## config.mk

```make
export PLATFORM = sky130hd
export DESIGN_NAME = stop_and_wait_frame_receiver_core
export DESIGN_NICKNAME = d
export VERILOG_FILES = /design/src/rtl/swfr_pkg.sv /design/src/rtl/stop_and_wait_frame_receiver_core.sv /design/src/rtl/swfr_parser.sv /design/src/rtl/swfr_out_reg.sv
export SDC_FILE = /design/constraint.sdc
export NUM_CORES = 1
export LEC_CHECK = 0
export ABC_AREA = 1
export BUFFER_PORTS_ARGS = -buffer_cell sky130_fd_sc_hd__clkbuf_2
export CORE_MARGIN = 4
export CORE_UTILIZATION = 35
export CTS_BUF_LIST = sky130_fd_sc_hd__clkbuf_16
export DETAILED_ROUTE_END_ITERATION = 10
export SYNTH_ARGS = -nofsm -noshare
export SYNTH_HDL_FRONTEND = slang
export SYNTH_SLANG_ARGS = --single-unit
export TNS_END_PERCENT = 10
```

## constraint.sdc

```tcl
create_clock -name clk -period 6 [get_ports clk]
set_input_delay 0.3 -clock clk [delete_from_list [all_inputs] [get_ports clk]]
set_output_delay 0.3 -clock clk [all_outputs]
set_load 0.02 [all_outputs]
```

## src/rtl/swfr_pkg.sv

```systemverilog
// ----------------------------------------------------------------------------
// swfr_pkg
// Shared types and constants for the stop-and-wait frame receiver.
// ----------------------------------------------------------------------------
package swfr_pkg;

  localparam logic [7:0] EOP_BASE   = 8'h30;
  localparam logic [7:0] EOP_LAST   = EOP_BASE + 8'd1;
  localparam logic [8:0] CHECK_TAIL = 9'd3;
  localparam logic [7:0] MIN_FRAME  = 8'd6;
  localparam logic [7:0] HDR_END    = 8'd4;

  typedef enum logic [1:0] {
    ST_BAD  = 2'd0,
    ST_DUP  = 2'd1,
    ST_GOOD = 2'd2
  } frame_status_t;

  typedef struct packed {
    logic          payload_valid;
    logic [7:0]    payload_byte;
    logic          frame_done;
    frame_status_t frame_status;
    logic [15:0]   seq_number;
    logic          end_of_packet;
    logic          ack_send;
  } result_t;

endpackage

```

## src/rtl/stop_and_wait_frame_receiver_core.sv

```systemverilog
// ----------------------------------------------------------------------------
// stop_and_wait_frame_receiver_core
// Receiver for length-prefixed stop-and-wait frames with a 16-bit XOR check.
// ----------------------------------------------------------------------------
// One stream byte is accepted per clock cycle. Each accepted transaction
// updates the frame counters and check fold, and any
// result it causes (a tentative payload byte or a frame verdict) appears
// in the output register on the next cycle. in_ready stays high unless that
// output register holds a result while out_ready is low, so sustained
// throughput is one byte per cycle whenever the result side keeps up.
module stop_and_wait_frame_receiver_core (
  input  logic        clk,
  input  logic        rst_n,
  input  logic        in_valid,
  output logic        in_ready,
  input  logic [7:0]  in_data_byte,
  output logic        out_valid,
  input  logic        out_ready,
  output logic        out_payload_valid,
  output logic [7:0]  out_payload_byte,
  output logic        out_frame_done,
  output logic [1:0]  out_frame_status,
  output logic [15:0] out_seq_number,
  output logic        out_end_of_packet,
  output logic        out_ack_send
);
  import swfr_pkg::*;

  logic    acc;
  logic    space;
  logic    res_valid;
  result_t res;
  result_t out_res;

  assign in_ready = space;
  assign acc      = in_valid && space;

  swfr_parser u_parser (
    .clk       (clk),
    .rst_n     (rst_n),
    .acc       (acc),
    .data_byte (in_data_byte),
    .res_valid (res_valid),
    .res       (res)
  );

  swfr_out_reg u_out_reg (
    .clk       (clk),
    .rst_n     (rst_n),
    .load      (res_valid),
    .load_res  (res),
    .out_ready (out_ready),
    .out_valid (out_valid),
    .space     (space),
    .out_res   (out_res)
  );

  assign out_payload_valid = out_res.payload_valid;
  assign out_payload_byte  = out_res.payload_byte;
  assign out_frame_done    = out_res.frame_done;
  assign out_frame_status  = out_res.frame_status;
  assign out_seq_number    = out_res.seq_number;
  assign out_end_of_packet = out_res.end_of_packet;
  assign out_ack_send      = out_res.ack_send;

endmodule

```

## src/rtl/swfr_parser.sv

```systemverilog
// ----------------------------------------------------------------------------
// swfr_parser
// Frame state tracking, check fold and verdict logic, one byte per cycle while acc is high.
// ----------------------------------------------------------------------------
module swfr_parser (
  input  logic             clk,
  input  logic             rst_n,
  input  logic             acc,
  input  logic [7:0]       data_byte,
  output logic             res_valid,
  output swfr_pkg::result_t res
);
  import swfr_pkg::*;

  logic        await_r, await_nxt;
  logic [7:0]  len_r, len_nxt;
  logic [7:0]  pos_r, pos_nxt;
  logic [7:0]  even_r, even_nxt;
  logic [7:0]  odd_r, odd_nxt;
  logic [15:0] seq_r, seq_nxt;
  logic        eop_r, eop_nxt;
  logic [7:0]  chk_r, chk_nxt;
  logic [15:0] exp_r, exp_nxt;

  logic [8:0]  pos_ext;
  logic [8:0]  len_ext;
  logic [15:0] calc;
  logic [15:0] recv;

  assign pos_ext = {1'b0, pos_r};
  assign len_ext = {1'b0, len_r};
  assign calc    = {odd_r, even_r};
  assign recv    = {data_byte, chk_r};

  always_comb begin
    await_nxt = await_r;
    len_nxt   = len_r;
    pos_nxt   = pos_r;
    even_nxt  = even_r;
    odd_nxt   = odd_r;
    seq_nxt   = seq_r;
    eop_nxt   = eop_r;
    chk_nxt   = chk_r;
    exp_nxt   = exp_r;
    res_valid = 1'b0;
    res       = '0;
    if (acc) begin
      if (await_r) begin
        len_nxt  = data_byte;
        pos_nxt  = '0;
        even_nxt = '0;
        odd_nxt  = '0;
        seq_nxt  = '0;
        eop_nxt  = 1'b0;
        chk_nxt  = '0;
        if (data_byte == 8'd0) begin
          res_valid        = 1'b1;
          res.frame_done   = 1'b1;
          res.frame_status = ST_BAD;
        end else begin
          await_nxt = 1'b0;
        end
      end else begin
        // words at even positions below len-3 enter the fold
        if (({1'b0, pos_r[7:1], 1'b0} + CHECK_TAIL) < len_ext) begin
          if (pos_r[0]) begin
            odd_nxt = odd_r ^ data_byte;
          end else begin
            even_nxt = even_r ^ data_byte;
          end
        end
        if (pos_r == 8'd0) begin
          seq_nxt[7:0] = data_byte;
        end else if (pos_r == 8'd1) begin
          seq_nxt[15:8] = data_byte;
        end else if (pos_r == 8'd3) begin
          eop_nxt = (data_byte == EOP_LAST);
        end
        if ((len_r >= 8'd2) && (pos_r == (len_r - 8'd2))) begin
          chk_nxt = data_byte;
        end
        if ((pos_ext + 9'd1) == len_ext) begin
          await_nxt         = 1'b1;
          res_valid         = 1'b1;
          res.frame_done    = 1'b1;
          res.frame_status  = ST_BAD;
          res.seq_number    = seq_nxt;
          res.end_of_packet = eop_nxt;
          if (len_r >= MIN_FRAME) begin
            if (calc != recv) begin
              res.frame_status = ST_BAD;
            end else if (seq_nxt != exp_r) begin
              res.frame_status = ST_DUP;
              res.ack_send     = 1'b1;
            end else begin
              res.frame_status = ST_GOOD;
              res.ack_send     = 1'b1;
              exp_nxt          = exp_r + 16'd1;
            end
          end
        end else begin
          pos_nxt = pos_r + 8'd1;
          if ((len_r >= MIN_FRAME) && (pos_r >= HDR_END) &&
              ((pos_ext + CHECK_TAIL) <= len_ext)) begin
            res_valid         = 1'b1;
            res.payload_valid = 1'b1;
            res.payload_byte  = data_byte;
          end
        end
      end
    end
  end

  always_ff @(posedge clk) begin
    if (!rst_n) begin
      await_r <= 1'b1;
      len_r   <= '0;
      pos_r   <= '0;
      even_r  <= '0;
      odd_r   <= '0;
      seq_r   <= '0;
      eop_r   <= 1'b0;
      chk_r   <= '0;
      exp_r   <= '0;
    end else begin
      await_r <= await_nxt;
      len_r   <= len_nxt;
      pos_r   <= pos_nxt;
      even_r  <= even_nxt;
      odd_r   <= odd_nxt;
      seq_r   <= seq_nxt;
      eop_r   <= eop_nxt;
      chk_r   <= chk_nxt;
      exp_r   <= exp_nxt;
    end
  end

`ifndef SYNTH
  a_done_rearms: assert property (@(posedge clk) disable iff (!rst_n)
    (res_valid && res.frame_done) |=> await_r)
    else $error("length byte not expected after verdict");

  a_good_advances: assert property (@(posedge clk) disable iff (!rst_n)
    (res_valid && res.frame_done && (res.frame_status == ST_GOOD))
      |=> (exp_r == $past(exp_r) + 16'd1))
    else $error("expected sequence did not advance");

  a_ack_not_bad: assert property (@(posedge clk) disable iff (!rst_n)
    (res_valid && res.ack_send) |-> (res.frame_status != ST_BAD))
    else $error("ack on bad frame");

  a_payload_in_frame: assert property (@(posedge clk) disable iff (!rst_n)
    (res_valid && res.payload_valid) |-> (!await_r && !res.frame_done))
    else $error("payload outside frame body");
`endif

endmodule

```

## src/rtl/swfr_out_reg.sv

```systemverilog
// ----------------------------------------------------------------------------
// swfr_out_reg
// Result register between the parser and the output channel.
// ----------------------------------------------------------------------------
module swfr_out_reg (
  input  logic              clk,
  input  logic              rst_n,
  input  logic              load,
  input  swfr_pkg::result_t load_res,
  input  logic              out_ready,
  output logic              out_valid,
  output logic              space,
  output swfr_pkg::result_t out_res
);
  import swfr_pkg::*;

  logic    valid_r, valid_nxt;
  result_t res_r, res_nxt;

  assign space = !valid_r || out_ready;

  always_comb begin
    valid_nxt = valid_r;
    res_nxt   = res_r;
    if (load) begin
      valid_nxt = 1'b1;
      res_nxt   = load_res;
    end else if (out_ready) begin
      valid_nxt = 1'b0;
    end
  end

  always_ff @(posedge clk) begin
    if (!rst_n) begin
      valid_r <= 1'b0;
    end else begin
      valid_r <= valid_nxt;
    end
  end

  always_ff @(posedge clk) begin
    res_r <= res_nxt;
  end

  assign out_valid = valid_r;
  assign out_res   = res_r;

`ifndef SYNTH
  a_no_overwrite: assert property (@(posedge clk) disable iff (!rst_n)
    (valid_r && !out_ready) |-> !load)
    else $error("pending result overwritten");

  a_load_shows: assert property (@(posedge clk) disable iff (!rst_n)
    load |=> (valid_r && (res_r == $past(load_res))))
    else $error("loaded result not presented");

  a_drain: assert property (@(posedge clk) disable iff (!rst_n)
    (valid_r && out_ready && !load) |=> !valid_r)
    else $error("taken result still valid");
`endif

endmodule
```

==> results.toml <==
[worst_setup_path]
cp.required_ps = 6080
worstSetupPathType = "reg -> reg"
start_kind = "flop"
regToRegEndpoint = "u_out_reg.out_res[13]"
rr_startpoint = "u_parser.pos_r[0]"
arrival_ps = 3530
reg2regPathDepth = 13
cp_max_fo = 30
cp-end-kind = "flop"
rrSetupSlack_ps = 2550

[timing]
fmax_mhz = 290
setup-tns-final_ps = 0
setup_viol_count_final = 0
finalMaxSlewViolations = 0
fin_hold_ws_ps = 281
relSlewSlack = 0.306
min_period_ps = 3450
hold_violations = 0
rsz0062_at_grt = "no"
fin_skew_ps = 5.60
worst_slew_pin_slew_ps = 1040
fin_crit_sh = 0.575

[flow_run]
drv_cap = 0

[grt]
use_met2 = 0.263
grt_use_met1 = 0.268
grt_util_met3 = 0.0294
grt_pass1_wl_mm = 29.1
grt_pass1_vias = 5358
grt_max_degree = 56
track_usage = 0.178
overflow = 0
top_usage_layer = "met1"
antenna_found_initial = 0

[power_and_ir_drop]
leakagePower_nw = 2.97
power_density_mw_per_mm2 = 222
peakVddDrop_mv = 0.127

[clocking]
htree_num_levels = 3
cts_resized = 0
root_buffer = "clkbuf_16"
ctsHoldBuffers = 0
cts_buffers = 9
clk_pin_slew_ps = 80
cts_tree = "yes"
clock_path_buffers = 2
cts_sinks = 105
post_cts_buffers = 0
clk-insertion-delay-late_ps = 360

[logic_synthesis]
synth_cell_type_count = 43
synth_ff_type = "dfxtp_1"
ys_async_sr_fraction = 0
synthCells = 887
syn_area_per_cell_um2 = 7.32
netlist_area_mm2 = 0.00649
synth_top_area_frac = 0.231
synth-edff-count = 30
yosysTopAreaCell = "dfxtp_1"
synth.most_common_cell = "nand2_1"
seq_area_frac_synth = 0.370
yosys_warnings = 0
synth.net_count = 923
synth.area.top_cells = "dfxtp_1, edfxtp_1, nand2_1"
synth_seq_cells = 105
synthTopCellsByCount = "nand2_1, nand3_1, inv_1, a21oi_1, nor2_1"

[routing]
vias = 5893
avgRoutedWirePerCell_um = 16.0
drt_pass1_iterations = 5
drc = 0
drtIter0Drc = 610
post_drt_via_cell_ratio = 5.16
drt_wl_total_mm = 18.2
ant_nets = 0

[placement]
io_buffers = 43
place_inst = 1126
gp_congestion = 0.899
hpwl_mm = 13.6
placed_cell_area_mm2 = 0.00680

[floorplan]
die_w_um = 144
num_rows = 49
die_h_um = 144
pin_count = 44
dieArea_mm2 = 0.0208
fp.coreArea_mm2 = 0.0181
initial_core_util = 0.359

[final_layout]
final_area_mm2 = 0.00709
instances_no_fill = 1142
syn_to_final_growth_pct = 9.17
final_nets = 944
layout-drive-gt1-share = 0.101
nFillCells = 1861
multi_input_area_mm2 = 0.00352
ff_latch_area_mm2 = 0.00240
finish.utilization = 0.392
diodes = 0

[status]
outcome = "finished clean"

[worst_hold_path]
hold_class = "in -> reg"
hold_start = "in_data_byte[4]"
holdPathStages = 3
min_to = "u_parser.chk_r[4]"
metrics by stage:
step,setup WS (ps),power [mW]
6_report,2550,1.57
5_1_grt,2100,1.63
4_1_cts,2550,1.58
3_5_place_dp,2450,0.995
3_3_place_gp,2530,0.995
2_1_floorplan,2750,0.936
area by class of cell:
class	count	share of cell area
clock buffer	9	0.0318
clock inverter	7	0.00882
inverter	94	0.0503
multi-input combinational	652	0.496
sequential	105	0.339
tap	229	0.0404
timing repair buffer	46	0.0335
sequential cells by signal, indices dropped and copies added (netlist names):
register             count
u_parser.eop_r           1
u_parser.await_r         1
u_out_reg.out_res       30
u_parser.exp_r          16
u_parser.odd_r           8
u_parser.even_r          8
u_out_reg.out_valid      1
u_parser.seq_r          16
u_parser.chk_r           8
u_parser.len_r           8
u_parser.pos_r           8
logic make-up (layout without fill, tap and decap cells):
kind of cell / Yosys count / after routing / synth area share
and+or+nand+nor: 460 / 460 / 0.334
xor gates and xnor gates: 50 / 50 / 0.0674
DFF: 105 / 105 / 0.370
adders and majority gates: 24 / 24 / 0.0462
buffers and inverters: 130 / 156 / 0.0882
AOI/OAI and AO/OA: 118 / 118 / 0.0944
worst max path at each step:
| stage | startpoint | endpoint | slack [ps] | cells past startpoint |
|---|---|---|---|---|
| 6_report | u_parser.pos_r[0] | u_out_reg.out_res[13] | 2550 | 13 |
| 5_1_grt | u_out_reg.out_valid | u_out_reg.out_res[13] | 2100 | 8 |
| 4_1_cts | u_out_reg.out_valid | u_out_reg.out_res[13] | 2550 | 8 |
| 3_5_place_dp | out_ready | u_out_reg.out_res[0] | 2450 | 10 |
| 3_3_place_gp | out_ready | u_out_reg.out_res[18] | 2530 | 10 |
| 2_1_floorplan | u_parser.pos_r[0] | u_out_reg.out_res[0] | 2750 | 13 |
cell usage in the layout (no fill, tap or decap), types with 3 or more instances in the layout:
cell type and n:
nand4_1 27, buf_4 3, dfxtp_1 75, edfxtp_1 30, ha_1 24, nor2_4 3
nand2_1 198, inv_1 87, nand3_2 3, nand3_1 104, nor2_8 5, xnor2_1 15
nor3_1 20, clkbuf_16 9, nor4_1 7, nor2_1 77, xor2_1 35, clkbuf_2 43
a21oi_1 83, inv_2 3, nand2_2 4, nor2_2 5, o21ai_0 25, inv_8 3
power breakdown:
group          leakage, nW  switching, mW  total, mW  internal (mW)
Combinational         1.95          0.157      0.226         0.0683
Clock                0.134          0.298      0.589          0.291
Sequential           0.887         0.0176      0.758          0.740
Total                 2.97          0.473       1.57           1.10
critical path, cell delays in order (launching register included):
cell and delay, ps:
dfxtp_1 550, inv_1 80, ha_1 310, nor2_1 320, xor2_1 120, ha_1 320, nand2_1 60, o21ai_0 150
nand2_1 70, nand2_1 60, a21oi_1 60, o21bai_1 650, nand2_1 110, buf_4 280
per-layer routing:
metal | share of wire | vias up
li1 | - | 2992
met1 | 0.50 | 2693
met2 | 0.42 | 186
met3 | 0.057 | 22
met4 | 0.015 | 0
met5 | 0 | -
Note: power is estimated with default switching activity, not from simulation.
